**src/hdl/gmhr_pkg.sv**
```systemverilog
// gmhr_pkg: shared types and constants for the gated mono haptic ring
// request and result payloads, queue command format, op and csr codes
// no dependencies
package gmhr_pkg;

   localparam int SAMPLE_W    = 16;
   localparam int BLEN_W      = 14;
   localparam int GATE_W      = 17;
   localparam int COUNT_W     = 32;
   localparam int CSR_W       = 16;
   localparam int QUEUE_DEPTH = 4;
   localparam int QPTR_W      = 2;

   localparam logic [1:0] OP_PUSH = 2'd0;
   localparam logic [1:0] OP_PULL = 2'd1;
   localparam logic [1:0] OP_GATE = 2'd2;

   localparam logic CSR_DECAY  = 1'b0;
   localparam logic CSR_THRESH = 1'b1;

   localparam logic [CSR_W-1:0]  DECAY_RESET  = 16'd65520;
   localparam logic [CSR_W-1:0]  THRESH_RESET = 16'd131;
   localparam logic [GATE_W-1:0] GATE_ONE     = 17'h10000;

   typedef struct packed {
      logic [1:0]                 op;
      logic signed [SAMPLE_W-1:0] sample_in;
      logic                       frame_end;
      logic                       block_first;
      logic                       block_last;
      logic [BLEN_W-1:0]          block_len;
   } req_type;

   typedef struct packed {
      logic signed [SAMPLE_W-1:0] sample_out;
      logic                       block_end;
      logic                       block_active;
   } rsp_type;

   typedef struct packed {
      logic [CSR_W-1:0] decay_factor;
      logic [CSR_W-1:0] active_threshold;
   } cfg_type;

   typedef enum logic [1:0] {
      CMD_WRITE,
      CMD_PULL,
      CMD_GATE
   } cmd_kind_type;

   typedef struct packed {
      cmd_kind_type        kind;
      logic [SAMPLE_W-1:0] data;
      logic                first;
      logic                last;
      logic [BLEN_W-1:0]   blen;
   } cmd_type;

endpackage

```
**src/hdl/gmhr_div.sv**
```systemverilog
// gmhr_div: iterative signed-by-unsigned divider, one quotient bit per cycle
// quotient truncates toward zero; low 16 bits of the quotient are returned
// depends on gmhr_pkg
module gmhr_div #(
   parameter int NUM_W = 22,
   parameter int DEN_W = 6
) (
   input  logic                                clock,
   input  logic                                reset,
   input  logic                                start,
   input  logic signed [NUM_W-1:0]             num,
   input  logic [DEN_W-1:0]                    den,
   output logic                                busy,
   output logic                                done,
   output logic [gmhr_pkg::SAMPLE_W-1:0]       quot
);

   localparam int STEP_W = $clog2(NUM_W);

   logic              busy_ff;
   logic              done_ff;
   logic              neg_ff;
   logic [STEP_W-1:0] step_ff;
   logic [NUM_W-1:0]  dvd_ff;
   logic [DEN_W:0]    rem_ff;
   logic [DEN_W-1:0]  den_ff;

   logic [NUM_W-1:0]  num_mag;
   logic [DEN_W:0]    trial;
   logic              fits;
   logic [NUM_W-1:0]  quot_full;

   assign num_mag   = num[NUM_W-1] ? NUM_W'(-num) : NUM_W'(num);
   assign trial     = {rem_ff[DEN_W-1:0], dvd_ff[NUM_W-1]};
   assign fits      = trial >= {1'b0, den_ff};
   assign quot_full = neg_ff ? (~dvd_ff + NUM_W'(1)) : dvd_ff;

   assign busy = busy_ff || done_ff;
   assign done = done_ff;
   assign quot = quot_full[gmhr_pkg::SAMPLE_W-1:0];

   always_ff @(posedge clock) begin
      if (reset) begin
         busy_ff <= 1'b0;
         done_ff <= 1'b0;
      end else begin
         done_ff <= 1'b0;
         if (start) begin
            busy_ff <= 1'b1;
            step_ff <= STEP_W'(NUM_W - 1);
            neg_ff  <= num[NUM_W-1];
            dvd_ff  <= num_mag;
            rem_ff  <= '0;
            den_ff  <= den;
         end else if (busy_ff) begin
            rem_ff <= fits ? (trial - {1'b0, den_ff}) : trial;
            dvd_ff <= {dvd_ff[NUM_W-2:0], fits};
            if (step_ff == '0) begin
               busy_ff <= 1'b0;
               done_ff <= 1'b1;
            end else begin
               step_ff <= step_ff - STEP_W'(1);
            end
         end
      end
   end

endmodule

```
**src/hdl/gmhr_front.sv**
```systemverilog
// gmhr_front: accepts request items, sums channel samples per frame and
// averages them through the divider, forwards pulls and gate opens as commands
// depends on gmhr_pkg and gmhr_div
module gmhr_front #(
   parameter int MAX_CHANNELS = 32
) (
   input  logic              clock,
   input  logic              reset,
   input  logic              push,
   output logic              full,
   input  gmhr_pkg::req_type req_data,
   input  logic              q_full,
   output logic              q_push,
   output gmhr_pkg::cmd_type q_data
);

   localparam int CNT_W = $clog2(MAX_CHANNELS + 2);
   localparam int SUM_W = gmhr_pkg::SAMPLE_W + 1 + $clog2(MAX_CHANNELS);
   localparam logic [CNT_W-1:0] CNT_MAX  = CNT_W'(MAX_CHANNELS);
   localparam logic [CNT_W-1:0] CNT_OVER = CNT_W'(MAX_CHANNELS + 1);

   logic signed [SUM_W-1:0]      sum_ff;
   logic [CNT_W-1:0]             cnt_ff;
   logic                         pend_ff;
   logic [gmhr_pkg::SAMPLE_W-1:0] pend_data_ff;

   logic                         accept;
   logic                         is_push;
   logic                         is_fwd;
   logic                         cnt_room;
   logic signed [SUM_W-1:0]      sum_in;
   logic [CNT_W-1:0]             cnt_in;
   logic                         div_start;
   logic                         div_busy;
   logic                         div_done;
   logic [gmhr_pkg::SAMPLE_W-1:0] div_quot;

   assign full    = div_busy || pend_ff || q_full;
   assign accept  = push && !full;
   assign is_push = req_data.op == gmhr_pkg::OP_PUSH;
   assign is_fwd  = (req_data.op == gmhr_pkg::OP_PULL) || (req_data.op == gmhr_pkg::OP_GATE);

   // samples beyond the channel limit are not summed, the frame is marked over
   assign cnt_room = cnt_ff < CNT_MAX;
   assign sum_in   = cnt_room ? (sum_ff + SUM_W'(req_data.sample_in)) : sum_ff;
   assign cnt_in   = cnt_room ? (cnt_ff + CNT_W'(1)) : CNT_OVER;

   assign div_start = accept && is_push && req_data.frame_end && (cnt_in <= CNT_MAX);

   gmhr_div #(
      .NUM_W (SUM_W),
      .DEN_W (CNT_W)
   ) u_div (
      .clock (clock),
      .reset (reset),
      .start (div_start),
      .num   (sum_in),
      .den   (cnt_in),
      .busy  (div_busy),
      .done  (div_done),
      .quot  (div_quot)
   );

   always_comb begin
      q_push       = (pend_ff && !q_full) || (accept && is_fwd);
      q_data.data  = pend_data_ff;
      q_data.first = req_data.block_first;
      q_data.last  = req_data.block_last;
      q_data.blen  = req_data.block_len;
      if (pend_ff) begin
         q_data.kind = gmhr_pkg::CMD_WRITE;
      end else if (req_data.op == gmhr_pkg::OP_PULL) begin
         q_data.kind = gmhr_pkg::CMD_PULL;
      end else begin
         q_data.kind = gmhr_pkg::CMD_GATE;
      end
   end

   always_ff @(posedge clock) begin
      if (reset) begin
         sum_ff  <= '0;
         cnt_ff  <= '0;
         pend_ff <= 1'b0;
      end else begin
         if (accept && is_push) begin
            if (req_data.frame_end) begin
               sum_ff <= '0;
               cnt_ff <= '0;
            end else begin
               sum_ff <= sum_in;
               cnt_ff <= cnt_in;
            end
         end
         // average waits here until the queue has room
         if (div_done) begin
            pend_ff      <= 1'b1;
            pend_data_ff <= div_quot;
         end else if (pend_ff && !q_full) begin
            pend_ff <= 1'b0;
         end
      end
   end

endmodule

```
**config.mk**
```make
export PLATFORM = sky130hd
export DESIGN_NAME = gmhr_front
export DESIGN_NICKNAME = d
export VERILOG_FILES = /design/src/hdl/gmhr_pkg.sv /design/src/hdl/gmhr_div.sv /design/src/hdl/gmhr_front.sv
export SDC_FILE = /design/constraint.sdc
export NUM_CORES = 1
export LEC_CHECK = 0
export BUFFER_PORTS_ARGS = -buffer_cell sky130_fd_sc_hd__buf_2
export CAP_MARGIN = 5
export CORE_AREA = 2 2 105 107
export CTS_CLUSTER_DIAMETER = 120
export CTS_CLUSTER_SIZE = 10
export DETAILED_ROUTE_END_ITERATION = 10
export DIE_AREA = 0 0 107 109
export GPL_ROUTABILITY_DRIVEN = 0
export HOLD_SLACK_MARGIN = 0.1
export PLACE_DENSITY = 0.79
export SLEW_MARGIN = 20
export SYNTH_ARGS = -nofsm -noshare
export SYNTH_HDL_FRONTEND = slang
export SYNTH_SLANG_ARGS = --single-unit
```
**constraint.sdc**
```tcl
create_clock -name clock -period 5.4 [get_ports clock]
set_input_delay 1.62 -clock clock [delete_from_list [all_inputs] [get_ports clock]]
set_output_delay 1.62 -clock clock [all_outputs]
set_load 0.05 [all_outputs]
```
== Word level (Yosys, flattened, before mapping) ==
Cells that the tools add are included.

* Input bits: 39
* Bits in registers: 87
* Output and inout port bits: 36

* Bitwise operators: 3
* $add $sub $neg: 6
* Order comparisons: 3
* Equality and inequality tests: 3
* Reduce and logical (&&, ||, !) cells: 22
* Mux-type cells: 20

{| class="wikitable"
|+ Operators by type and width
! kind !! number
|-
| 22-bit two-way mux || 5
|-
| 6-bit two-way mux || 4
|-
| 22-bit by 16-bit adder with 22-bit output || 1
|-
| 22-bit negator || 1
|-
| 16-bit by 1-bit adder with 16-bit output, second input constant || 1
|-
| 16-bit two-way mux || 1
|-
| 16-bit NOT || 1
|-
| 5-bit two-way mux || 2
|-
| 7-bit by 6-bit greater-or-equal comparator with 1-bit output || 1
|-
| 6-bit by 1-bit adder with 6-bit output, second input constant || 1
|-
| 6-bit less-or-equal comparator, second input constant || 1
|-
| 1-bit logical AND || 6
|-
| 6-bit < comparator, second input constant || 1
|-
| 1-bit two-way mux || 6
|-
| 2-bit AND reduction || 3
|-
| 6-bit subtractor || 1
|-
| 5-bit zero test || 1
|-
| 1-bit logical OR || 5
|-
| 5-bit by 1-bit subtractor with 5-bit output, second input constant || 1
|-
| 2-bit two-way mux || 2
|-
| 2-bit nonzero test || 2
|-
| 3-bit AND reduction || 1
|-
| 3-bit OR reduction || 1
|-
| 2-bit by 1-bit equality test with 1-bit output, second input constant || 1
|-
| 5 further kinds || 7
|}

== Logic depth before layout (Yosys ltp) ==
* Depth after elaboration: 10
* Gate-level depth with buffers: 15

== By module ==
A second synthesis with hierarchy kept.

* Cell total of the unflattened synthesis: 647
* Area, all modules: 6,020.8 µm²

{| class="wikitable"
|+ By module, submodules not included
! module !! cells each !! times used !! area an instance (µm²)
|-
| gmhr_front || 372 || 1 || 3,316.9
|-
| gmhr_div || 275 || 1 || 2,703.8
|}

== Least setup slack after synthesis ==
Ideal clock, no wire load.

* Path type: input to register
* Start: input req_data[17] in the netlist's numbering
* End: register u_div.dvd_ff[20], data pin
* Path slack: 0.669 ns
* Required time: 5.141 ns
* Data arrival time: 4.472 ns
* Path buffers: 0
* Cell stages on the path: 12
* Path through: ha_1 > fa_1 > a211oi_1 > or3b_4 > a21oi_1 > a211o_1 > nor4_2 > nand4_1 > nor3_2 > or3b_1 > nor4b_1 > a211o_1

* Longest elaborated chain between the ends: 5

{| class="wikitable"
|+ Ends and longest elaborated chain
! element !! RTL line !! RTL
|-
| start, declared || gmhr_front.sv:11 || <nowiki>input gmhr_pkg::req_type req_data,</nowiki>
|-
| 22-bit by 16-bit adder with 22-bit output * || gmhr_front.sv:45 || <nowiki>assign sum_in = cnt_room ? (sum_ff + SUM_W'(req_data.sample_in)) : sum_ff;</nowiki>
|-
| 22-bit two-way mux * || gmhr_front.sv:45 ||
|-
| 22-bit negator || gmhr_div.sv:33 || <nowiki>assign num_mag = num[NUM_W-1] ? NUM_W'(-num) : NUM_W'(num);</nowiki>
|-
| 22-bit two-way mux * || gmhr_div.sv:33 ||
|-
| 22-bit two-way mux * || gmhr_div.sv:48 || <nowiki>if (start) begin</nowiki>
|-
| end signal, assigned || gmhr_div.sv:52 || <nowiki>dvd_ff <= num_mag;</nowiki>
|-
| end signal, assigned || gmhr_div.sv:57 || <nowiki>dvd_ff <= {dvd_ff[NUM_W-2:0], fits};</nowiki>
|-
| end, declared || gmhr_div.sv:24 || <nowiki>logic [NUM_W-1:0] dvd_ff;</nowiki>
|}

Every way passes the cells marked *; elsewhere a longest branch is shown, timed or not.
A chain may end at the register's enable or synchronous reset.

== Worst setup path in the final report ==
* Start: input req_data[21] in the netlist's numbering
* End: register u_div.dvd_ff[20], data pin

The elaborated chain is that of the path after synthesis.

==> flow_summary_export.csv <==
group,metric,value,unit
status,outcome,"complete, no violations",
synthesis,ys_types,70,
grt,antenna_found_initial,0,
placement,post-place-ws,0.317,ns
route,drcViolationCount,0,
placement,dp_hpwl,10500,um
finish,num_antenna_cells,0,
power_and_ir_drop,power_frac_clock,32.5,%
route,wl_per_cell,16.6,um
grt,grt.overflow.total,0,
synthesis,synth_nets,753,
setup_path,end_kind,"flip-flop",
synthesis,synth_edf_count,56,
finish,stdcell_count,846,
route,first_iter_violations,541,
timing,final-setup-viol-count,0,
clock_tree,htree_levels,3,
power_and_ir_drop,vdd_ir_drop_max,0.119,mV
die,start_util,56.8,%
clock_tree,cts_setup_buffers,0,
synthesis,synth.avg_cell_area,8.87,sq um
setup_path,cp.arrival,4.87,ns
timing,drv_slew,0,
clock_tree,root_buffer,"clkbuf_8",
synthesis,synth_seq_cells,87,
die,coreArea,0.0106,sq mm
timing,rsz0062_at_grt,"false",
power_and_ir_drop,p_leak,2.54,nW
clock_tree,hold_buffers,0,
timing,slew_headroom,31.6,%
power_and_ir_drop,p_sw,354,uW
die,rows,38,
synthesis,post-synth-top-area-fraction,27.9,%
die,chipHeight,109,um
finish,mostFrequentLayoutCells,"nor2_1 (74), nand2_1 (60), edfxtp_1 (56), a21oi_1 (50), buf_2 (42)",
clock_tree,clock_latency,0.36,ns
power_and_ir_drop,power_per_cell_area,206,mW/mm^2
finish,final_common_cell,"nor2_1",
synthesis,syn_area,0.00602,sq mm
placement,dp_cells,830,
route,wl,14000,um
die,die_area,0.0117,sq mm
route,detail_route.vias_per_cell,6.20,
power_and_ir_drop,combPwrFrac,13.9,%
grt,grt_max_degree,46,
finish,final_nets,775,
placement,io_buffers,42,
route,ant_nets,0,
finish,post-route-util,61.1,%
synthesis,yosys_most_used_dff,"edfxtp_1",
setup_path,critPathLaunchType,"input pin",
synthesis,syn_inst,679,
die,fp.dieW,107,um
power_and_ir_drop,power,1.33,mW
clock_tree,cts_made_buffers,9,
setup_path,path_class,"in -> reg",
clock_tree,cts_tree,"built",
job,cap_violations,0,
route,vias,5245,
finish,drive_gt1_share,13.2,%
power_and_ir_drop,intPower,978,uW
timing,worst_pin_slew,1.02,ns
timing,min_period_over_period,88.2,%
clock_tree,post_cts_resized,0,
setup_path,path_max_fanout,6,
grt,grt_pass1_vias,4849,
timing,max_freq,210,MHz
timing,min_period,4.76,ns
synthesis,synth.area.top_cells,"edfxtp_1 (28%), dfxtp_1 (10%), ha_1 (6.9%), nor2_1 (4.7%), a21oi_1 (4.2%)",
timing,timing.final.hold_violations,0,
clock_tree,clkSinkCount,87,
timing,fin_skew,0.0159,ns
grt,grt_usage,24.5,%
clock_tree,clk_path_buf_depth,2,
power_and_ir_drop,seq_power_share,53.6,%
timing,layout_setup_ws,0.636,ns
die,ios,75,
synthesis,ys_warn_count,0,
min_path,min_path_type,"reg -> reg",
timing,fin_tns_setup,0,ns
grt,grt_first_pass_wirelength,22800,um
synthesis,async_reset_ff_share,0,%
clock_tree,path_clk_slew,0.08,ns
synthesis,ys_seq_area_share,38.2,%
route,drt_first_pass_iters,6,
power_and_ir_drop,swShare,26.6,%
finish,area_growth,7.55,%
synthesis,yosysTopAreaCell,"edfxtp_1",
setup_path,required,5.51,ns
-- worst max-delay path: stages --
cell and delay [ns]:
buf_2 0.10, ha_1 0.37, and2_4 0.22, a221oi_2 0.40, a21boi_1 0.18, or4_1 0.51
o221ai_2 0.14, nand4_1 0.25, nor3_2 0.26, or3b_1 0.38, nor4b_1 0.16, a211o_1 0.28
-- Yosys cell counts, types with 6 or more instances --
| cell | count |
|---|---|
| buf_4 | 16 |
| nand2_1 | 60 |
| xor2_1 | 13 |
| nand3_1 | 14 |
| o21ai_1 | 7 |
| and3_1 | 10 |
| dfxtp_1 | 31 |
| o31ai_1 | 10 |
| nor3_1 | 21 |
| a21o_1 | 7 |
| ha_1 | 33 |
| or4_1 | 7 |
| buf_2 | 7 |
| edfxtp_1 | 56 |
| nor2_1 | 75 |
| a21oi_1 | 50 |
| inv_1 | 20 |
| o21ai_0 | 36 |
| nand2b_1 | 6 |
| nor2b_1 | 8 |
| nor4_1 | 6 |
| nor3b_1 | 7 |
| nand4_1 | 8 |
| xnor2_1 | 28 |
| a22oi_1 | 17 |
| clkbuf_1 | 22 |
| mux2i_1 | 6 |
-- logic make-up (layout without fill, tap and decap cells) --
kind of cell	Yosys count	count (layout)	synth area share [%]
flip-flops	87	87	38.2
AO/OA/AOI/OAI	189	189	20.7
multiplexers	8	8	1.37
AND/OR/NAND/NOR	250	250	20.7
XOR/XNOR	41	41	5.97
adder cells (fa/ha/maj)	35	35	7.52
buffers and inverters	69	96	5.45
-- state kept, by name (all words and copies together) (netlist names) --
register	count
cnt_ff	6
pend_data_ff	16
pend_ff	1
sum_ff	22
u_div.busy_ff	1
u_div.den_ff	6
u_div.done	1
u_div.dvd_ff	22
u_div.neg_ff	1
u_div.rem_ff	6
u_div.step_ff	5
-- metrics by stage --
stage,instance area [sq um],hold slack [ns]
5_1_grt,6470,0.532
4_1_cts,6470,0.507
3_5_place_dp,6290,0.495
2_1_floorplan,6020,0.452
3_3_place_gp,6290,0.493
6_report,6470,0.510
-- path summary, 6_finish.rpt --
| check | endpoint | from | cells past startpoint | slack [ns] |
|---|---|---|---|---|
| max | u_div.dvd_ff[20]$_DFFE_PP_ | req_data[21] | 12 | 0.64 |
| min | u_div.done$_SDFF_PP0_ | u_div.busy_ff$_SDFF_PP0_ | 1 | 0.51 |
| min reg2reg | u_div.done$_SDFF_PP0_ | u_div.busy_ff$_SDFF_PP0_ | 1 | 0.51 |
| max reg2reg | u_div.dvd_ff[20]$_DFFE_PP_ | cnt_ff[5]$_SDFFE_PP0P_ | 10 | 1.56 |
-- cell type report --
| class | count | area [sq um] |
|---|---|---|
| clock buffer | 12 | 156 |
| clock inverter | 4 | 28.8 |
| fill | 902 | 4130 |
| inverter | 21 | 78.8 |
| multi-input combinational | 523 | 3390 |
| sequential | 87 | 2300 |
| tap | 140 | 175 |
| timing repair buffer | 59 | 338 |
-- metal layers --
layer	global-route usage (%)	vias to the layer above	share of wire (%)
met4	9.28	0	2.6
li1	-	2540	-
met2	40.8	232	46
met3	3.41	36	7.0
met5	0	-	0
met1	32.8	2437	44
-- power by group through the flow --
stage / registers (mW) / clock network (mW) / logic, mW
after global placement: 0.729 / 0 / 0.174
after CTS: 0.714 / 0.439 / 0.181
final: 0.714 / 0.433 / 0.185
after global routing: 0.715 / 0.470 / 0.201
after floorplan: 0.727 / 0 / 0.160
after detailed placement: 0.729 / 0 / 0.180
No activity file was read; power rests on OpenSTA's default activity.
