<file path="config.mk">
export PLATFORM = sky130hd
export DESIGN_NAME = gmhr_queue
export DESIGN_NICKNAME = d
export VERILOG_FILES = /design/src/hdl/gmhr_pkg.sv /design/src/hdl/gmhr_queue.sv
export SDC_FILE = /design/constraint.sdc
export NUM_CORES = 1
export LEC_CHECK = 0
export BUFFER_PORTS_ARGS = -buffer_cell sky130_fd_sc_hd__buf_2
export CAP_MARGIN = 20
export CORE_AREA = 3 3 120 99
export CTS_CLUSTER_SIZE = 16
export DETAILED_ROUTE_END_ITERATION = 7
export DIE_AREA = 0 0 123 102
export GPL_ROUTABILITY_DRIVEN = 0
export PLACE_DENSITY = 0.71
export REMOVE_ABC_BUFFERS = 1
export SETUP_SLACK_MARGIN = 0.1
export SYNTH_ARGS = -nofsm -noshare
export SYNTH_HDL_FRONTEND = slang
export SYNTH_SLANG_ARGS = --single-unit
</file>
<file path="constraint.sdc">
create_clock -name clock -period 1.9 [get_ports clock]
set_input_delay 0.095 -clock clock [delete_from_list [all_inputs] [get_ports clock]]
set_output_delay 0.095 -clock clock [all_outputs]
set_load 0.05 [all_outputs]
</file>
<file path="src/hdl/gmhr_pkg.sv">
// gmhr_pkg: shared types and constants for the gated mono haptic ring
// request and result payloads, queue command format, op and csr codes
// no dependencies
package gmhr_pkg;

   localparam int SAMPLE_W    = 16;
   localparam int BLEN_W      = 14;
   localparam int GATE_W      = 17;
   localparam int COUNT_W     = 32;
   localparam int CSR_W       = 16;
   localparam int QUEUE_DEPTH = 4;
   localparam int QPTR_W      = 2;

   localparam logic [1:0] OP_PUSH = 2'd0;
   localparam logic [1:0] OP_PULL = 2'd1;
   localparam logic [1:0] OP_GATE = 2'd2;

   localparam logic CSR_DECAY  = 1'b0;
   localparam logic CSR_THRESH = 1'b1;

   localparam logic [CSR_W-1:0]  DECAY_RESET  = 16'd65520;
   localparam logic [CSR_W-1:0]  THRESH_RESET = 16'd131;
   localparam logic [GATE_W-1:0] GATE_ONE     = 17'h10000;

   typedef struct packed {
      logic [1:0]                 op;
      logic signed [SAMPLE_W-1:0] sample_in;
      logic                       frame_end;
      logic                       block_first;
      logic                       block_last;
      logic [BLEN_W-1:0]          block_len;
   } req_type;

   typedef struct packed {
      logic signed [SAMPLE_W-1:0] sample_out;
      logic                       block_end;
      logic                       block_active;
   } rsp_type;

   typedef struct packed {
      logic [CSR_W-1:0] decay_factor;
      logic [CSR_W-1:0] active_threshold;
   } cfg_type;

   typedef enum logic [1:0] {
      CMD_WRITE,
      CMD_PULL,
      CMD_GATE
   } cmd_kind_type;

   typedef struct packed {
      cmd_kind_type        kind;
      logic [SAMPLE_W-1:0] data;
      logic                first;
      logic                last;
      logic [BLEN_W-1:0]   blen;
   } cmd_type;

endpackage

</file>
<file path="src/hdl/gmhr_queue.sv">
// gmhr_queue: short command queue between front and back
// depends on gmhr_pkg
module gmhr_queue (
   input  logic              clock,
   input  logic              reset,
   input  logic              wr_en,
   input  gmhr_pkg::cmd_type wr_data,
   output logic              full,
   input  logic              rd_en,
   output gmhr_pkg::cmd_type rd_data,
   output logic              empty
);

   localparam int QD = gmhr_pkg::QUEUE_DEPTH;
   localparam int QW = gmhr_pkg::QPTR_W;

   gmhr_pkg::cmd_type slot_ff [QD];
   logic [QW-1:0]     wr_ptr_ff;
   logic [QW-1:0]     rd_ptr_ff;
   logic [QW:0]       count_ff;

   logic do_wr;
   logic do_rd;

   assign full    = count_ff == (QW + 1)'(QD);
   assign empty   = count_ff == '0;
   assign do_wr   = wr_en && !full;
   assign do_rd   = rd_en && !empty;
   assign rd_data = slot_ff[rd_ptr_ff];

   always_ff @(posedge clock) begin
      if (do_wr) begin
         slot_ff[wr_ptr_ff] <= wr_data;
      end
   end

   always_ff @(posedge clock) begin
      if (reset) begin
         wr_ptr_ff <= '0;
         rd_ptr_ff <= '0;
         count_ff  <= '0;
      end else begin
         if (do_wr) begin
            wr_ptr_ff <= wr_ptr_ff + QW'(1);
         end
         if (do_rd) begin
            rd_ptr_ff <= rd_ptr_ff + QW'(1);
         end
         if (do_wr && !do_rd) begin
            count_ff <= count_ff + (QW + 1)'(1);
         end else if (do_rd && !do_wr) begin
            count_ff <= count_ff - (QW + 1)'(1);
         end
      end
   end

endmodule

</file>
==> After elaboration in Yosys (flattened, before gate mapping) <==
Memories as Yosys holds them, arrays and structs flattened. A register that Yosys moved wholly into a read port is not among the register bits.
Index checks and enable logic that the tools add are counted.
{ "totals": {"ff_bits": 7, "mem_bits_rw": 136, "in_bits": 38, "out_inout_bits": 36, "n_memories": 1} }
{ "classes": {"addsub": 4, "eq_ne": 1, "mux": 6, "n_reduce_logical": 10} }
{ "mem_list": {"columns": ["memory", "depth", "word_bits", "rd", "rd_clocked_by_memory_dff", "write_ports", "line_no", "text"], "rows": [
  ["slot_ff", 4, 34, 1, 1, 1, "gmhr_queue.sv:17", "gmhr_pkg::cmd_type slot_ff [QD];"]
]} }
{ "op_table": {"columns": ["op", "n"], "rows": [
  ["$mux W3", 2],
  ["$add A2 B1 Y2 const B", 2],
  ["$logic_and A1 B1 Y1", 4],
  ["$logic_not A1 Y1", 4],
  ["$mux W2", 2],
  ["$add A3 B1 Y3 const B", 1],
  ["$eq A3 B3 Y1 const B", 1],
  ["$logic_not A3 Y1", 1],
  ["$sub A3 B1 Y3 const B", 1],
  ["$mux W1", 2],
  ["$reduce_bool A2 Y1", 1]
]} }

==> Logic depth before layout (Yosys ltp) <==
Gate-level depths: netlist of run 1.
{ "logic_depth": {"depth_word": 7, "depth_mapped": 8} }

==> Worst setup path after synthesis of run 1 <==
OpenSTA, ideal clock, no wires.
{ "synth_timing": {"path_kind": "register to register", "startpoint": "reg count_ff[2]", "endpoint": "reg count_ff[2]", "setup_ps": 70, "arrival_ps": 2249, "required_time_ps": 1830, "setup_slack_ps": -419, "stages_incl_launch_ff": 9, "path_buffers": 0, "path_cell_list": "dfxtp_1 > nor3b_2 > nor2_2 > ha_1 > inv_1 > fa_1 > xor2_1 > or3_1 > a21oi_1"} }
{ "synth_via": {"elab_chain_len": 6, "elab_cells_between_ends": 15, "cone_classes": "add/sub: 2; eq/ne: 1; mux: 2; reduce/logical: 10"} }
{ "synth_rtl": {"columns": ["element", "line_no", "text"], "rows": [
  ["start, declared", "gmhr_queue.sv:20", "logic [QW:0] count_ff;"],
  ["start signal, assigned", "gmhr_queue.sv:50", "count_ff <= count_ff + (QW + 1)'(1);"],
  ["start signal, assigned", "gmhr_queue.sv:52", "count_ff <= count_ff - (QW + 1)'(1);"],
  ["$eq A3 B3 Y1 (*)", "gmhr_queue.sv:25", "assign full = count_ff == (QW + 1)'(QD);"],
  ["named net full", "gmhr_queue.sv:8", "output logic full,"],
  ["$logic_not A1 Y1 (*)", "gmhr_queue.sv:27", "assign do_wr = wr_en && !full;"],
  ["$logic_and A1 B1 Y1 (*)", "gmhr_queue.sv:27", null],
  ["named net do_wr", "gmhr_queue.sv:22", "logic do_wr;"],
  ["$logic_not A1 Y1", "gmhr_queue.sv:51", "end else if (do_rd && !do_wr) begin"],
  ["$logic_and A1 B1 Y1", "gmhr_queue.sv:51", null],
  ["$reduce_bool A2 Y1 (no source line)", null, null]
]} }
The timed path passes the listed nets; every way through them passes the cells marked *. The select of a mux whose other input is x is not followed.
A chain may end at the register's enable or synchronous reset.

==> Worst setup path in the final report of run 1 <==
{ "layout_timing": {"startpoint": "reg count_ff[2]", "endpoint": "reg count_ff[2]"} }
{ "layout_via": {"elab_chain_len": 6, "elab_cells_between_ends": 15, "cone_classes": "add/sub: 2; eq/ne: 1; mux: 2; reduce/logical: 10"} }
{ "layout_rtl": {"columns": ["element", "line_no"], "rows": [
  ["$eq A3 B3 Y1 (*)", "gmhr_queue.sv:25"],
  ["$logic_not A1 Y1 (*)", "gmhr_queue.sv:27"],
  ["$logic_and A1 B1 Y1 (*)", "gmhr_queue.sv:27"],
  ["named net do_wr", "gmhr_queue.sv:22"],
  ["$logic_not A1 Y1", "gmhr_queue.sv:51"],
  ["$logic_and A1 B1 Y1", "gmhr_queue.sv:51"],
  ["$reduce_bool A2 Y1 (no source line)", null]
]} }
Marked as above.

==> results.sh, run 1 <==
export IMPL_layout_drive_gt1_share_pct=45.7
export IMPL_register_area_sq_um=4270
export IMPL_start_util_pct=50.3
export IMPL_crit_arrival_ns=2.25
export IMPL_path_clk_slew_ns=0.06
export IMPL_dp_hpwl_um=5670
export IMPL_yosysTopAreaCellShare_pct=75.5
export IMPL_synth_seq_cells=145
export IMPL_violations="setup timing"
export IMPL_die_h_um=102
export IMPL_drt_pre_antenna_iters=4
export IMPL_rsz0062_at_grt="true"
export IMPL_antenna_found_initial=0
export IMPL_cp_max_fo=3
export IMPL_slew_headroom_pct=78.2
export IMPL_peakVddDrop_mv=0.839
export IMPL_cts_tree="built"
export IMPL_port_buffers=73
export IMPL_die_w_um=123
export IMPL_yosysTopAreaCell="edfxtp_1"
export IMPL_antenna_cells=0
export IMPL_hold_path_class="primary input to flip-flop"
export IMPL_design_area_sq_um=7500
export IMPL_wl_per_cell_um=19.8
export IMPL_end_kind="flip-flop"
export IMPL_cts_sink_count=145
export IMPL_tightest_slew_ns=0.328
export IMPL_placementRows=34
export IMPL_avgSynthCellArea_sq_um=23.9
export IMPL_fin_crit_ns=1.92
export IMPL_finalSetupViolCount=9
export IMPL_ys_types=24
export IMPL_finClkSkew_ns=0.00413
export IMPL_cp_top_family="simple AND/OR/NAND/NOR gates"
export IMPL_max_freq_mhz=522
export IMPL_slowest_stage="fa_1"
export IMPL_area_growth_pct=38.6
export IMPL_instances_no_fill=529
export IMPL_p_per_area_nw_per_um2=1540
export IMPL_synth_area_top_cells="edfxtp_1 (75%), mux4_2 (14%), dfxtp_1 (3.3%)"
export IMPL_grt_pass1_wl_um=15900
export IMPL_dp_cells=451
export IMPL_critical_path_class="flip-flop to flip-flop"
export IMPL_timing_final_crit_share_pct=101
export IMPL_die_area_sq_um=12500
export IMPL_synth_edf_count=136
export IMPL_layout_setup_ws_ns=-0.0158
export IMPL_yosysWarnings=0
export IMPL_hold_viol_final=0
export IMPL_grt_max_degree=35
export IMPL_vias_per_cell=5.11
export IMPL_cp_start_kind="flip-flop"
export IMPL_cts_buffers=17
export IMPL_final_util_pct=69.7
export IMPL_clockBufferDepth=2
export IMPL_grt_usage_pct=17.6
export IMPL_grt_pass1_vias=2966
export IMPL_yosysSeqAreaShare_pct=78.8
export IMPL_hold_slack_ns=0.262
export IMPL_required_ns=2.24
export IMPL_clock_latency_ns=0.41
export IMPL_drcViolationCount=0
export IMPL_postRouteAntennaNets=0
export IMPL_crit_buf_inv=1
export IMPL_placed_cell_area_sq_um=6030
export IMPL_io_pins=74
export IMPL_finalMaxSlewViolations=0
export IMPL_cts_root_buf="clkbuf_16"
export IMPL_via_count=2705
export IMPL_synth_common_cells="edfxtp_1 (136), mux4_2 (34), dfxtp_1 (9)"
export IMPL_post_synth_top_count_cell="edfxtp_1"
export IMPL_synthFlopType="edfxtp_1"
export IMPL_synth_area_sq_um=5410
export IMPL_syn_inst=226
export IMPL_num_nets_final=416
export IMPL_coreArea_sq_um=10800
export IMPL_grt_overflow=0
export IMPL_fillCellCount=676
export IMPL_slowest_delay_ns=0.38
export IMPL_wl_um=10500
export IMPL_status="finished, violations left"
export IMPL_synthArstFlopShare_pct=0
export IMPL_drv_cap=0
export IMPL_htree_num_levels=4
export IMPL_path_cells="nor3b_2 > nor2_2 > ha_2 > inv_1 > fa_1 > xor2_1 > or3_1 > a21oi_2"
export IMPL_multi_input_area_sq_um=1070
export IMPL_drt_initial_drc_count=116
export IMPL_leakage_nw=2.64
-- timing repair --
item	CTS	global route
gates cloned	2	3
hold buffers	38	1
pin swaps	3	1
endpoints found under the setup margin	35	39
gates resized for setup	102	6
buffers inserted	1	1
endpoints found under the hold margin	144	3
-- logic make-up after synthesis --
family | Yosys count | synth area share [%]
compound gates | 6 | 0.763
fa+ha+maj | 6 | 1.53
simple gates | 16 | 1.71
buf+inv | 13 | 2.03
flops | 145 | 78.8
xor+xnor | 4 | 0.647
mux | 36 | 14.5
-- power by group --
part | switching (W) | leakage (nW) | total [W] | internal (W)
Clock | 0.00124 | 0.267 | 0.00318 | 0.00194
Combinational | 0.00232 | 1.05 | 0.00432 | 0.00201
Sequential | 0.000184 | 1.32 | 0.00404 | 0.00386
Total | 0.00374 | 2.64 | 0.0115 | 0.00781
-- cell type report --
| cell class | count | area share, % |
|---|---|---|
| Tap cell | 144 | 2.40 |
| Clock buffer | 20 | 5.82 |
| Inverter | 4 | 0.200 |
| Multi-Input combinational cell | 68 | 14.3 |
| Clock inverter | 12 | 1.80 |
| Sequential cell | 145 | 57.0 |
| Timing Repair Buffer | 136 | 18.5 |
-- cells in the final DEF (no fill, tap or decap), types with 5 or more instances in the layout --
master,instances
edfxtp_1,136
dlygate4sd3_1,39
buf_2,39
mux4_2,34
buf_8,29
clkbuf_16,20
buf_4,16
nor2_1,5
buf_6,5
-- flip-flops by register name, indices dropped and copies added, names as in the netlist, named ones only --
name and count:
rd_ptr_ff 2, slot_ff 136, wr_ptr_ff 2, count_ff 3
-- routing by layer --
layer	GRT usage, %	share of wire [%]
met5	0	0
met4	6.13	1.0
met3	5.04	4.3
met2	29.5	52
met1	22.3	43
-- worst min-delay path, stage by stage --
cell,delay [ns]
buf_2,0.07
inv_1,0.05
nor2_2,0.11
buf_4,0.11
buf_4,0.11
mux2i_1,0.07
-- path summary, 6_finish.rpt --
| kind | slack (ns) | cells after the start | from | to |
|---|---|---|---|---|
| worst max register to register | -0.02 | 8 | count_ff[2] | count_ff[2] |
| worst min register to register | 0.54 | 2 | wr_ptr_ff[1] | wr_ptr_ff[1] |
| worst min-delay path | 0.26 | 6 | wr_en | wr_ptr_ff[1] |
| worst max-delay path | -0.02 | 8 | count_ff[2] | count_ff[2] |
-- through the flow --
stage,power [W],worst slack [ns],TNS (ns)
detailed placement,0.00723,-0.0583,-0.0583
floorplan,0.00639,-0.536,-67.77
global route,0.0120,-0.118,-1.54
CTS,0.0115,-0.0317,-0.0484
finish,0.0115,-0.0158,-0.0634
global placement,0.00717,0.0337,0
(Power assumes the default switching activity.)
==> run 2: changes to the inputs <==
--- a/config.mk
+++ b/config.mk
@@ -14,7 +14,7 @@
 export GPL_ROUTABILITY_DRIVEN = 0
 export PLACE_DENSITY = 0.71
 export REMOVE_ABC_BUFFERS = 1
-export SETUP_SLACK_MARGIN = 0.1
+export SETUP_SLACK_MARGIN = 0.02
 export SYNTH_ARGS = -nofsm -noshare
 export SYNTH_HDL_FRONTEND = slang
 export SYNTH_SLANG_ARGS = --single-unit
==> run 2 against run 1 <==
  * The flow still finishes with violations (setup timing)
  * Combinational power shrank 5.1%
  * Total power shrank 2.0%
  * Critical path depth is the same
  * Final cell count is the same
  * Worst setup slack gained 0.0013 ns
  * Via count shrank 0.15%
  * Clock skew grew 0.0032 ns
  * Sequential share of layout area grew 0.78 points
  * Routed wire length grew 0.13%
==> results.sh, run 2 (synthesis results as in run 1) <==
export IMPL_clockBufferDepth=2
export IMPL_wl_um=10500
export IMPL_mostFrequentLayoutCell="edfxtp_1"
export IMPL_grt_usage_pct=17.6
export IMPL_coreArea_sq_um=10800
export IMPL_leakage_nw=2.61
export IMPL_hold_slack_ns=0.258
export IMPL_largest_reg_flops=136
export IMPL_drt_pre_antenna_iters=4
export IMPL_die_w_um=123
export IMPL_finClkSkew_ns=0.00737
export IMPL_critical_path_class="flip-flop to flip-flop"
export IMPL_r2r_setup_slack_ns=-0.01
export IMPL_setup_tns_ns=-0.0149
export IMPL_finalMaxSlewViolations=0
export IMPL_path_cells="nor3b_2 > nor2_2 > ha_2 > inv_1 > fa_1 > xor2_1 > or3_1 > a21oi_2"
export IMPL_layout_setup_ws_ns=-0.0145
export IMPL_slowest_stage="fa_1"
export IMPL_postRouteAntennaNets=0
export IMPL_hold_path_class="primary input to flip-flop"
export IMPL_violations="setup timing"
export IMPL_crit_buf_inv=1
export IMPL_grt_max_degree=35
export IMPL_dp_hpwl_um=5670
export IMPL_final_util_pct=68.7
export IMPL_slowest_delay_ns=0.38
export IMPL_grt_overflow=0
export IMPL_drt_initial_drc_count=167
export IMPL_cts_sink_count=145
export IMPL_drv_cap=0
export IMPL_fin_crit_ns=1.91
export IMPL_layout_drive_gt1_share_pct=45.2
export IMPL_die_area_sq_um=12500
export IMPL_slew_headroom_pct=79.4
export IMPL_clock_latency_ns=0.41
export IMPL_cp_top_family="simple AND/OR/NAND/NOR gates"
export IMPL_crit_end="count_ff[2]"
export IMPL_drcViolationCount=0
export IMPL_multi_input_area_sq_um=1060
export IMPL_r2r_start="count_ff[2]"
export IMPL_start_util_pct=50.3
export IMPL_top_regs="slot_ff: 136 flops, count_ff: 3 flops"
export IMPL_path_clk_slew_ns=0.06
export IMPL_io_pins=74
export IMPL_num_nets_final=416
export IMPL_hold_start="rd_en"
export IMPL_grt_pass1_wl_um=15800
export IMPL_max_freq_mhz=522
export IMPL_crit_arrival_ns=2.25
export IMPL_p_total_w=0.0113
export IMPL_end_kind="flip-flop"
export IMPL_via_count=2701
export IMPL_port_buffers=73
export IMPL_finalSetupViolCount=2
export IMPL_fillCellCount=699
export IMPL_cp_max_fo=3
export IMPL_placementRows=34
export IMPL_timing_final_crit_share_pct=101
export IMPL_rsz0062_at_grt="true"
export IMPL_area_growth_pct=36.7
export IMPL_crit_path_start="count_ff[2]"
export IMPL_reg2reg_to="count_ff[2]"
export IMPL_die_h_um=102
export IMPL_r2r_cells=8
export IMPL_cts_tree="built"
export IMPL_antenna_cells=0
export IMPL_grt_pass1_vias=2954
export IMPL_tightest_slew_ns=0.304
export IMPL_htree_num_levels=4
export IMPL_cp_depth=8
export IMPL_hold_viol_final=0
export IMPL_required_ns=2.24
export IMPL_regMostFlops="slot_ff"
export IMPL_register_area_sq_um=4270
export IMPL_antenna_found_initial=0
export IMPL_vias_per_cell=5.11
export IMPL_wl_per_cell_um=19.9
export IMPL_status="finished, violations left"
export IMPL_cts_root_buf="clkbuf_16"
export IMPL_p_per_area_nw_per_um2=1530
export IMPL_cts_buffers=17
export IMPL_cp_start_kind="flip-flop"
export IMPL_final_cell_mix="edfxtp_1 (136), dlygate4sd3_1 (39), buf_2 (39), mux4_2 (34), buf_6 (28)"
export IMPL_peakVddDrop_mv=0.860
run 2: power breakdown:
| group | total [W] | internal, W | switching [W] |
|---|---|---|---|
| sequential | 0.00404 | 0.00386 | 0.000177 |
| combinational | 0.00410 | 0.00183 | 0.00227 |
| clock | 0.00318 | 0.00194 | 0.00124 |
run 2: metrics by stage:
step | setup WS, ns | area [sq um] | std cells
after floorplan | -0.536 | 5320 | 217
after global placement | 0.0337 | 6030 | 451
after detailed placement | -0.0583 | 6030 | 451
after CTS | -0.0317 | 7270 | 524
after global routing | -0.118 | 7400 | 529
final | -0.0145 | 7400 | 529
run 2: worst min path at each step:
stage | endpoint | slack [ns] | depth (start not counted)
2_1_floorplan | count_ff[2] | 0.16 | 1
3_3_place_gp | slot_ff[0][16] | 0.31 | 1
3_5_place_dp | slot_ff[0][16] | 0.31 | 1
4_1_cts | count_ff[0] | -0.05 | 2
5_1_grt | count_ff[0] | 0.28 | 5
6_report | count_ff[0] | 0.26 | 5
run 2: cell type report:
| cell class | count | share of cell area (%) |
|---|---|---|
| Clock buffer | 20 | 5.90 |
| Multi-Input combinational cell | 68 | 14.3 |
| Clock inverter | 12 | 1.83 |
| Sequential cell | 145 | 57.8 |
| Timing Repair Buffer | 136 | 17.6 |
| Tap cell | 144 | 2.44 |
| Inverter | 4 | 0.203 |
run 2: worst reg2reg max path: cells and delay by family, from the launching register on:
kind,cells,cell delay (ns)
fa+ha+maj,2,0.56
buf+inv,1,0.05
compound gates,1,0.12
flops,1,0.34
simple gates,3,0.62
xor+xnor,1,0.16
run 2: layer usage:
metal	wire length [um]	track usage [%]	part of all wire (%)
met1	4490	22.4	43
met2	5450	29.5	52
met3	500	5.04	4.8
met4	59	6.13	0.56
met5	0	0	0
run 2: timing repair:
item	4_1_cts	5_1_grt
hold buffers	38	1
pin swaps	3	1
endpoints found under the setup margin	35	26
endpoints found under the hold margin	144	3
resized for setup	75	8
cloned	2	3
setup buffers	1	1
==> run 3: changes to the inputs <==
==> constraint.sdc (replaced) <==
create_clock -name clock -period 1.6 [get_ports clock]
set_input_delay 0.08 -clock clock [delete_from_list [all_inputs] [get_ports clock]]
set_output_delay 0.08 -clock clock [all_outputs]
set_load 0.05 [all_outputs]
==> run 3 against run 2 <==
  * The flow still finishes with violations (setup timing)
  * Die area unchanged
  * Clock skew about the same
  * Total power up 17%
  * Final cell count down 0.95%
  * Largest cell class unchanged
  * Critical path depth down 5
  * Global-route usage down 0.38 points
  * Non-clock buffer count down 3
  * Sequential power up 18%
  * Sequential cell count unchanged
  * Combinational power up 18%
  * Routed wire length down 3.8%
  * Largest power group unchanged
  * Utilization up 0.13 points
==> results.sh, run 3 (synthesis results as in run 1) <==
export IMPL_clock_latency_ns=0.41
export IMPL_status="finished, violations left"
export IMPL_coreArea_sq_um=10800
export IMPL_grt_usage_pct=17.2
export IMPL_final_util_pct=68.9
export IMPL_fin_crit_ns=1.87
export IMPL_die_area_sq_um=12500
export IMPL_io_pins=74
export IMPL_cts_root_buf="clkbuf_16"
export IMPL_p_per_area_nw_per_um2=1790
export IMPL_finalMaxSlewViolations=0
export IMPL_via_count=2706
export IMPL_top_regs="slot_ff: 136 flops, count_ff: 3 flops"
export IMPL_timing_final_crit_share_pct=117
export IMPL_peakVddDrop_mv=0.951
export IMPL_violations="setup timing"
export IMPL_rsz0062_at_grt="true"
export IMPL_htree_num_levels=4
export IMPL_hold_path_class="primary input to flip-flop"
export IMPL_design_area_sq_um=7410
export IMPL_leakage_nw=2.60
export IMPL_mostFrequentLayoutCell="edfxtp_1"
export IMPL_cp_start_kind="flip-flop"
export IMPL_critical_path_class="flip-flop to primary output"
export IMPL_tightest_slew_ns=0.296
export IMPL_required_ns=1.52
export IMPL_preCtsSetupSlack_ns=-0.345
export IMPL_port_buffers=73
export IMPL_postRouteAntennaNets=0
export IMPL_drv_cap=0
export IMPL_grt_max_degree=29
export IMPL_placementRows=34
export IMPL_die_h_um=102
export IMPL_path_clk_slew_ns=0.05
export IMPL_crit_arrival_ns=1.79
export IMPL_clockBufferDepth=2
export IMPL_antenna_cells=0
export IMPL_end_kind="primary output"
export IMPL_hold_viol_final=0
export IMPL_regMostFlops="slot_ff"
export IMPL_slew_headroom_pct=79.9
export IMPL_dp_hpwl_um=5870
export IMPL_grt_pass1_vias=2945
export IMPL_drcViolationCount=0
export IMPL_setup_tns_ns=-7.93
export IMPL_finalSetupViolCount=36
export IMPL_wl_per_cell_um=19.3
export IMPL_drt_initial_drc_count=163
export IMPL_cp_max_fo=8
export IMPL_max_freq_mhz=535
export IMPL_layout_setup_ws_ns=-0.268
export IMPL_p_total_w=0.0133
export IMPL_grt_pass1_wl_um=15600
export IMPL_placed_cell_area_sq_um=6160
export IMPL_largest_reg_flops=136
export IMPL_antenna_found_initial=0
export IMPL_drt_pre_antenna_iters=4
export IMPL_final_cell_mix="edfxtp_1 (136), buf_2 (38), dlygate4sd3_1 (35), mux4_2 (34), buf_6 (34)"
export IMPL_grt_overflow=0
export IMPL_cts_buffers=17
export IMPL_cts_sink_count=145
export IMPL_start_util_pct=50.3
export IMPL_layout_drive_gt1_share_pct=45.8
export IMPL_vias_per_cell=5.16
export IMPL_area_growth_pct=37.0
export IMPL_die_w_um=123
export IMPL_cts_tree="built"
export IMPL_num_nets_final=413
export IMPL_wl_um=10100
export IMPL_finClkSkew_ns=0.00751
[run 3: layout make-up]
type	count	area (sq um)
Fill cell	672	3350
Clock buffer	18	429
Multi-Input combinational cell	68	1070
Sequential cell	145	4270
Clock inverter	12	120
Timing Repair Buffer	133	1330
Tap cell	144	180
Inverter	4	15.0
[run 3: per-layer routing]
layer	track usage (%)	share of wire, %	vias to the layer above
met4	5.53	0.59	0
met2	27.1	49	69
met3	6.09	4.7	9
li1	-	-	1230
met5	0	0	-
met1	22.8	46	1398
[run 3: worst max-delay path, cell delays in order (launching register included)]
cell       delay, ns
dfxtp_4         0.47
clkbuf_16       0.22
mux4_2          0.52
buf_6           0.17
[run 3: where the power goes]
group | internal, W | switching, W | leakage, nW
sequential | 0.00458 | 0.000198 | 1.32
clock | 0.00225 | 0.00141 | 0.268
combinational | 0.00214 | 0.00269 | 1.01
[run 3: timing repair]
action,4_1_cts,5_1_grt
hold endpoints to repair,144,0
setup buffers,1,0
pin swaps,4,1
hold buffers,35,0
setup endpoints to repair,36,37
cloned,1,3
gates resized for setup,77,3
[run 3: path summary, 6_finish.rpt]
check | startpoint | end | slack [ns] | cells after the start
min reg2reg | wr_ptr_ff[1] | wr_ptr_ff[1] | 0.52 | 2
max reg2reg | count_ff[2] | count_ff[2] | -0.26 | 8
max | flip-flop | rd_data[30] | -0.27 | 3
min | wr_en | wr_ptr_ff[0] | 0.09 | 4
[run 3: through the flow]
step / hold slack, ns / std cells
final: 0.0944 / 524
after global routing: 0.113 / 524
after CTS: 0.0869 / 521
after detailed placement: 0.299 / 454
after global placement: 0.292 / 454
after floorplan: 0.149 / 217
